==> src/sv/spb_pkg.sv <==
// shared types and constants of the sorted palette builder
package spb_pkg;

  localparam logic [2:0] OP_CLEAR   = 3'd0;
  localparam logic [2:0] OP_COLLECT = 3'd1;
  localparam logic [2:0] OP_FINISH  = 3'd2;
  localparam logic [2:0] OP_MAP     = 3'd3;
  localparam logic [2:0] OP_READ    = 3'd4;

  localparam logic [1:0] ST_OK        = 2'd0;
  localparam logic [1:0] ST_OVERFLOW  = 2'd1;
  localparam logic [1:0] ST_NO_ROOM   = 2'd2;
  localparam logic [1:0] ST_NOT_FOUND = 2'd3;

  localparam logic [7:0]  ALPHA_HALF     = 8'h80;
  localparam logic [31:0] QUANT_MASK     = 32'hFFF8F8F8;
  localparam logic [31:0] ALPHA_OPAQUE   = 32'hFF000000;
  localparam logic [31:0] BLUE_ONLY      = 32'h000000FF;
  localparam logic [31:0] MERGED_COLOR   = 32'h00FF00FF;
  localparam logic [31:0] CLEAR_ALPHA    = 32'h00FFFFFF;

  localparam logic [31:0] REG_QUANTIZE   = 32'd0;
  localparam logic [31:0] REG_ZERO_TRANS = 32'd1;

  typedef struct packed {
    logic [2:0]  op;
    logic [31:0] pixel;
    logic [7:0]  index;
  } item_t;

  typedef struct packed {
    logic  valid;
    item_t item;
  } queue_head_t;

endpackage

==> src/sv/spb_front.sv <==
// front part: item accept, quantize and two-entry queue
module spb_front (
  input  logic                clk,
  input  logic                rst,
  input  logic                quantize_enable,
  input  logic                in_valid,
  output logic                in_ready,
  input  logic [2:0]          opcode,
  input  logic [31:0]         pixel_color,
  input  logic [7:0]          entry_index,
  output spb_pkg::queue_head_t head,
  input  logic                pop
);

  spb_pkg::item_t slots [2];
  logic       wp;
  logic       rp;
  logic [1:0] fill;
  logic       push;
  logic [31:0] qpix;

  always_comb begin
    qpix = pixel_color;
    if (quantize_enable) begin
      if (pixel_color[31:24] >= spb_pkg::ALPHA_HALF) begin
        qpix = pixel_color | spb_pkg::ALPHA_OPAQUE;
      end else begin
        qpix = pixel_color & spb_pkg::BLUE_ONLY;
      end
      qpix = qpix & spb_pkg::QUANT_MASK;
    end
  end

  assign in_ready   = (fill != 2'd2);
  assign push       = in_valid && in_ready;
  assign head.valid = (fill != 2'd0);
  assign head.item  = slots[rp];

  always_ff @(posedge clk) begin
    if (push) begin
      slots[wp] <= '{op: opcode, pixel: qpix, index: entry_index};
    end
  end

  always_ff @(posedge clk) begin
    if (rst) begin
      wp   <= 1'b0;
      rp   <= 1'b0;
      fill <= 2'd0;
    end else begin
      if (push) wp <= ~wp;
      if (pop) rp <= ~rp;
      fill <= fill + {1'b0, push} - {1'b0, pop};
    end
  end

endmodule

==> config.mk <==
export PLATFORM = sky130hd
export DESIGN_NAME = spb_front
export DESIGN_NICKNAME = d
export VERILOG_FILES = /design/src/sv/spb_pkg.sv /design/src/sv/spb_front.sv
export SDC_FILE = /design/constraint.sdc
export NUM_CORES = 1
export LEC_CHECK = 0
export ABC_AREA = 0
export BUFFER_PORTS_ARGS = -buffer_cell sky130_fd_sc_hd__buf_2
export CORE_UTILIZATION = 40
export DETAILED_ROUTE_END_ITERATION = 6
export PLACE_DENSITY = 0.7
export SYNTH_ARGS = -nofsm -noshare
export SYNTH_HDL_FRONTEND = slang
export SYNTH_SLANG_ARGS = --single-unit
==> constraint.sdc <==
create_clock -name clk -period 5.68 [get_ports clk]
set_clock_uncertainty 0.15 [all_clocks]
set_input_delay 0.284 -clock clk [delete_from_list [all_inputs] [get_ports clk]]
set_output_delay 0.284 -clock clk [all_outputs]
set_load 0.01 [all_outputs]
==> flow_summary.toml, run 1 <==
[floorplanning]
die_h_um = 96.20
rows = 34
die-area_um2 = 9254
die_x_um = 96.20
coreArea_um2 = 8636
io_pins = 93
start_util_pct = 41.10

[job]
drv_cap = 0

[timing]
final.setup.tns_ps = 0
hold_viol_final = 0
tightest_slew_ps = 1060
fmax_ghz = 0.4155
slew_violations = 0
period_needed_ps = 2407
finalSetupViolCount = 0
relSlewSlack_pct = 29.35
rsz0062_at_grt = "no"
finalCritPeriodShare_pct = 42.37
timing.hold.ws_ps = 31.80

[setup_path]
max_stage_delay_ps = 1040
cp_num_buf_inv = 1
worst_ep_required_time_ps = 5250
cp_max_fo = 43
criticalPathCategory = "flip-flop to output pin"
path_delay_family = "flip-flops"
cp-start-kind = "flip-flop"
end_kind = "output pin"
crit_chain = "mux2_2 > buf_2"
critPathArrivalTime_ps = 1970
slowest_stage = "dfxtp_2"

[pwr]
power_uw = 1468
swShare_pct = 24.23
clock_power_share_pct = 29.2
total_leakage_power_uw = 0.001715
pwr-share-comb_pct = 14.1
switchingPower_uw = 355.6
seqPwrFrac_pct = 56.7
max-vdd-ir-drop_mv = 0.1754
p_int_uw = 1112
p_per_area_nw_per_um2 = 328.0

[yosys]
synth_warnings = 0
synth-seq-area-share_pct = 75.57
syn_nets = 248
ys_types = 25
netlist_instances = 199
syn_area_um2 = 3550
synth.avg_cell_area_um2 = 17.84
synth_seq_cells = 91

[drt]
finalWirelength_um = 6164
drtIter0Drc = 52
via_per_inst = 4.704
ant_nets = 0
drc = 0
drt_first_pass_iters = 4
wl_per_cell_um = 14.50
vias = 1999

[placement]
io_buffers = 92
placed_cells = 392
gp_congestion = 0.6428
hpwl_um = 3770

[global_route]
grt_antenna_before_repair = 0
gr-total-overflow = 0
grt_max_degree = 44
grt_pass1_vias = 1955
globalRouteTotalUtil_pct = 13.77
grt_pass1_wl_um = 9170

[final_layout]
syn2layout_area_growth_pct = 26.08
finish.utilization_pct = 51.83
fin_nets = 361
drive_above_1_share_pct = 44.79
diodes = 0
fin_cells = 425

[clocking]
clock_sinks = 91
cts_buffer_depth = 2
cts-resized-gates = 0
cts.htree.levels = 3
numCtsBuffers = 9
path_clk_slew_ps = 100
cts.root.buffer_cell = "clkbuf_8"
insertion_delay_ps = 350
cts_tree = "done"

[status]
status = "completed"

[worst_hold_path]
min_path_type = "input port to flip-flop"
==> metal layers <==
metal | share of wire, % | up-vias | track usage, % | wire length (um)
met5 | 0 | - | 0 | 0
met4 | 1.8 | 0 | 6.716 | 113
met3 | 4.8 | 9 | 3.476 | 298
met2 | 50 | 63 | 22.16 | 3054
met1 | 44 | 957 | 17.26 | 2698
li1 | - | 970 | - | -
==> worst register-to-register path, delay by kind of cell, from the launching register on <==
| kind | cells | cell delay, ps |
|---|---|---|
| DFF | 1 | 390 |
| and+or+nand+nor | 2 | 1120 |
==> cell type report <==
cell class	instances	area, um^2
Multi-Input combinational cell	91	795.8
Tap cell	108	135.1
Sequential cell	91	2684
Inverter	10	37.54
Clock buffer	10	127.6
Timing Repair Buffer	109	630.6
Clock inverter	6	65.06
Fill cell	755	4160
==> cells in the mapped netlist <==
| library cell | count | area (um^2) |
|---|---|---|
| a2111oi_0 | 1 | 8.760 |
| a21bo_2 | 1 | 10.01 |
| a21boi_1 | 1 | 7.510 |
| a21oi_1 | 1 | 5.000 |
| and2_1 | 10 | 62.56 |
| and3_2 | 1 | 7.510 |
| buf_2 | 6 | 30.03 |
| clkbuf_1 | 1 | 3.750 |
| dfxtp_1 | 5 | 100.1 |
| edfxtp_1 | 86 | 2582 |
| ha_1 | 1 | 12.51 |
| inv_1 | 10 | 37.54 |
| mux2_1 | 13 | 146.4 |
| mux2_2 | 30 | 337.8 |
| nand2_1 | 2 | 7.510 |
| nand2b_1 | 3 | 18.77 |
| nand3b_1 | 1 | 7.510 |
| nand4b_1 | 2 | 17.52 |
| nor2_1 | 2 | 7.510 |
| nor2b_1 | 10 | 62.56 |
| o21ai_0 | 7 | 35.03 |
| or2_2 | 1 | 6.260 |
| or4_1 | 1 | 7.510 |
| or4b_1 | 1 | 10.01 |
| xnor2_1 | 2 | 17.52 |
==> per-stage QoR <==
step | worst slack [ps] | area (um^2)
3_3_place_gp | 3588 | 4113
5_1_grt | 3116 | 4476
2_1_floorplan | 3601 | 3550
6_report | 3273 | 4476
4_1_cts | 3191 | 4476
3_5_place_dp | 3587 | 4113
==> power by group through the flow <==
| stage | clock network [uW] | logic [uW] | registers [uW] |
|---|---|---|---|
| 6_report | 429 | 207 | 832 |
| 5_1_grt | 464 | 229 | 841 |
| 4_1_cts | 443 | 212 | 834 |
| 3_5_place_dp | 0 | 201 | 849 |
| 3_3_place_gp | 0 | 198 | 846 |
| 2_1_floorplan | 0 | 131 | 830 |
==> what timing repair did <==
item	4_1_cts	5_1_grt
buffers inserted	0	0
hold buffers	17	0
endpoints found under the hold margin	34	0
==> layout by cell type, fill, tap and decap left out, types with 2 or more instances in the layout <==
cell type	synthesis	routed
nand4b_1	2	2
and2_1	10	10
mux2_2	30	30
edfxtp_1	86	86
nor2b_1	10	10
nor2_1	2	2
xnor2_1	2	2
nand2_1	2	2
dfxtp_1	5	4
mux2_1	13	13
clkbuf_8	0	9
inv_6	0	2
o21ai_0	7	7
buf_2	6	92
nand2b_1	3	3
clkinv_2	0	2
inv_1	10	9
dlygate4sd3_1	0	17
==> path summary, 6_finish.rpt <==
| check | start | end | slack (ps) | depth (start not counted) |
|---|---|---|---|---|
| worst max-delay path | flip-flop | head[0] | 3270 | 2 |
| worst min-delay path | rst | wp$_SDFFE_PP0P_ | 30 | 2 |
| worst max register to register | fill[0]$_SDFF_PP0_ | slots[1][10]$_DFFE_PP_ | 3630 | 2 |
| worst min register to register | rp$_SDFFE_PP0P_ | rp$_SDFFE_PP0P_ | 380 | 2 |
==> flip-flops by register name (all words and copies together), names as in the netlist, named ones only <==
name / count
slots: 86
fill: 2
rp: 1
wp: 1
==> cell families (layout without fill, tap and decap cells) <==
kind of cell               Yosys count  count (layout)  synth area share, %
and+or+nand+nor                     34              34                6.063
buffers and inverters               17             135                2.009
adders and majority gates            1               1               0.3524
AOI/OAI and AO/OA                   11              11                1.868
muxes                               43              43                13.64
xor gates and xnor gates             2               2               0.4936
DFF                                 91              91                75.57
No activity file was read; power rests on OpenSTA's default activity.
==> run 2, diff against run 1 <==
Settings changed: PLACE_DENSITY 0.7 to 0.73.
Clock period 5.68 ns to 2.1 ns, I/O delays scaled along.
==> run 2 against run 1 <==
  * Final area rose by 7.3%
  * Final cell count rose by 7.3%
  * Non-clock buffer count is 31 higher
  * Clock power grew to 2.7 times the previous value
  * Worst hold slack worse by 16 ps
==> flow_summary.toml, run 2 (synthesis results as in run 1) <==
[timing]
final.setup.tns_ps = 0
fmax_ghz = 0.5286
finalSetupViolCount = 0
finalCritPeriodShare_pct = 90.09
slew_violations = 0
timing.hold.ws_ps = 16.19
relSlewSlack_pct = 78.31
fin_ws_ps = 208.0
tightest_slew_ps = 317.1
rsz0062_at_grt = "no"
hold_viol_final = 0
period_needed_ps = 1892

[final_layout]
final_cell_mix = "buf_2, edfxtp_1, dlygate4sd3_1"
reg_top3 = "slots (86), fill (2)"
fin_cells = 456
regArea_um2 = 2684
n_fill_cell = 728
fin_nets = 392
diodes = 0
largest_register = "slots"
largest_register_ffs = 86
final_common_cell = "buf_2"
multi_input_area_um2 = 795.8
drive_above_1_share_pct = 41.67
syn2layout_area_growth_pct = 35.32

[floorplanning]
coreArea_um2 = 8636
start_util_pct = 41.10
io_pins = 93
rows = 34
die_x_um = 96.20
die_h_um = 96.20
die-area_um2 = 9254

[drt]
m1WireLength_um = 2789
via_per_inst = 4.697
ant_nets = 0
top_layer_used = "met4"
vias = 2142
drtIter0Drc = 64
drt_first_pass_iters = 4
wl_met2_um = 3591
wl_per_cell_um = 14.96
drc = 0
finalWirelength_um = 6820
wl_met3_um = 362

[setup_path]
max_stage_delay_ps = 560
worstReg2RegStart = "fill[0]$_SDFF_PP0_"
criticalPathCategory = "flip-flop to flip-flop"
cp_num_buf_inv = 0
crit_chain = "nand2b_1 > nand2_1 > xnor2_1 > ha_1 > or4b_1 > nand4b_1"
cp_max_fo = 5
path_delay_family = "simple AND/OR/NAND/NOR gates"
end_kind = "flip-flop"
cp-start-kind = "flip-flop"
critPathArrivalTime_ps = 2030
startpoint = "fill[0]$_SDFF_PP0_"
worst_ep_required_time_ps = 2240
slowest_stage = "or4b_1"

[placement]
hpwl_um = 4034
gp_congestion = 0.6788
io_buffers = 92
post-place-ws_ps = 283.3
placed_cells = 396

[pwr]
p_int_uw = 3086
power_uw = 4036
seqPwrFrac_pct = 54.9
p_per_area_nw_per_um2 = 840.3
pwr-share-comb_pct = 16.5
max-vdd-ir-drop_mv = 0.4098
switchingPower_uw = 950.4
swShare_pct = 23.55
clock_power_share_pct = 28.6
total_leakage_power_uw = 0.001852

[job]
drv_cap = 0

[global_route]
grt_pass1_wl_um = 9942
grt_max_degree = 44
gr-total-overflow = 0
grt_antenna_before_repair = 0
grt_pass1_vias = 2112
globalRouteTotalUtil_pct = 14.97

[clocking]
clock_sinks = 91
cts.htree.levels = 3
cts_buffer_depth = 2
cts.root.buffer_cell = "clkbuf_8"
cts-resized-gates = 0
insertion_delay_ps = 340
numCtsBuffers = 9
ctsHoldBuffers = 44
path_clk_slew_ps = 90
post-cts-setup-buffers = 0
cts_tree = "done"

[status]
status = "completed"

[worst_hold_path]
min_from = "pixel_color[28]"
min_path_type = "input port to flip-flop"
run 2: metal layers:
| metal | track usage [%] | vias to the layer above |
|---|---|---|
| li1 | - | 1032 |
| met1 | 16.55 | 1038 |
| met2 | 26.83 | 63 |
| met3 | 3.949 | 9 |
| met4 | 6.716 | 0 |
| met5 | 0 | - |
run 2: final timing paths:
check | end | slack [ps] | cells after the start
hold / removal | slots[1][36]$_DFFE_PP_ | 20 | 3
setup reg to reg | fill[1]$_SDFF_PP0_ | 210 | 6
hold reg to reg | rp$_SDFFE_PP0P_ | 400 | 2
setup / recovery | fill[1]$_SDFF_PP0_ | 210 | 6
run 2: worst reg2reg max path, cell delays in order (launching register included):
cell,delay [ps]
dfxtp_1,370
nand2b_1,200
nand2_1,90
xnor2_1,130
ha_1,210
or4b_1,560
nand4b_1,130
run 2: power groups by stage:
| stage | Combinational (uW) | Sequential [uW] | Clock, uW |
|---|---|---|---|
| 5_1_grt | 729 | 2230 | 1260 |
| 3_3_place_gp | 594 | 2250 | 0 |
| 4_1_cts | 672 | 2220 | 1190 |
| 6_report | 666 | 2210 | 1160 |
| 3_5_place_dp | 605 | 2260 | 0 |
| 2_1_floorplan | 353 | 2240 | 0 |
run 2: through the flow:
stage / instance area (um^2) / utilization [%]
floorplan: 3550 / -
global placement: 4168 / 48.26
detailed placement: 4168 / 48.26
CTS: 4803 / 55.62
global route: 4803 / 55.62
finish: 4803 / 55.62
run 2: final cells by class:
cell class,count,share of cell area [%]
Sequential cell,91,55.87
Timing Repair Buffer,140,19.90
Multi-Input combinational cell,91,16.57
Clock buffer,12,3.022
Tap cell,108,2.813
Clock inverter,4,1.042
Inverter,10,0.7815
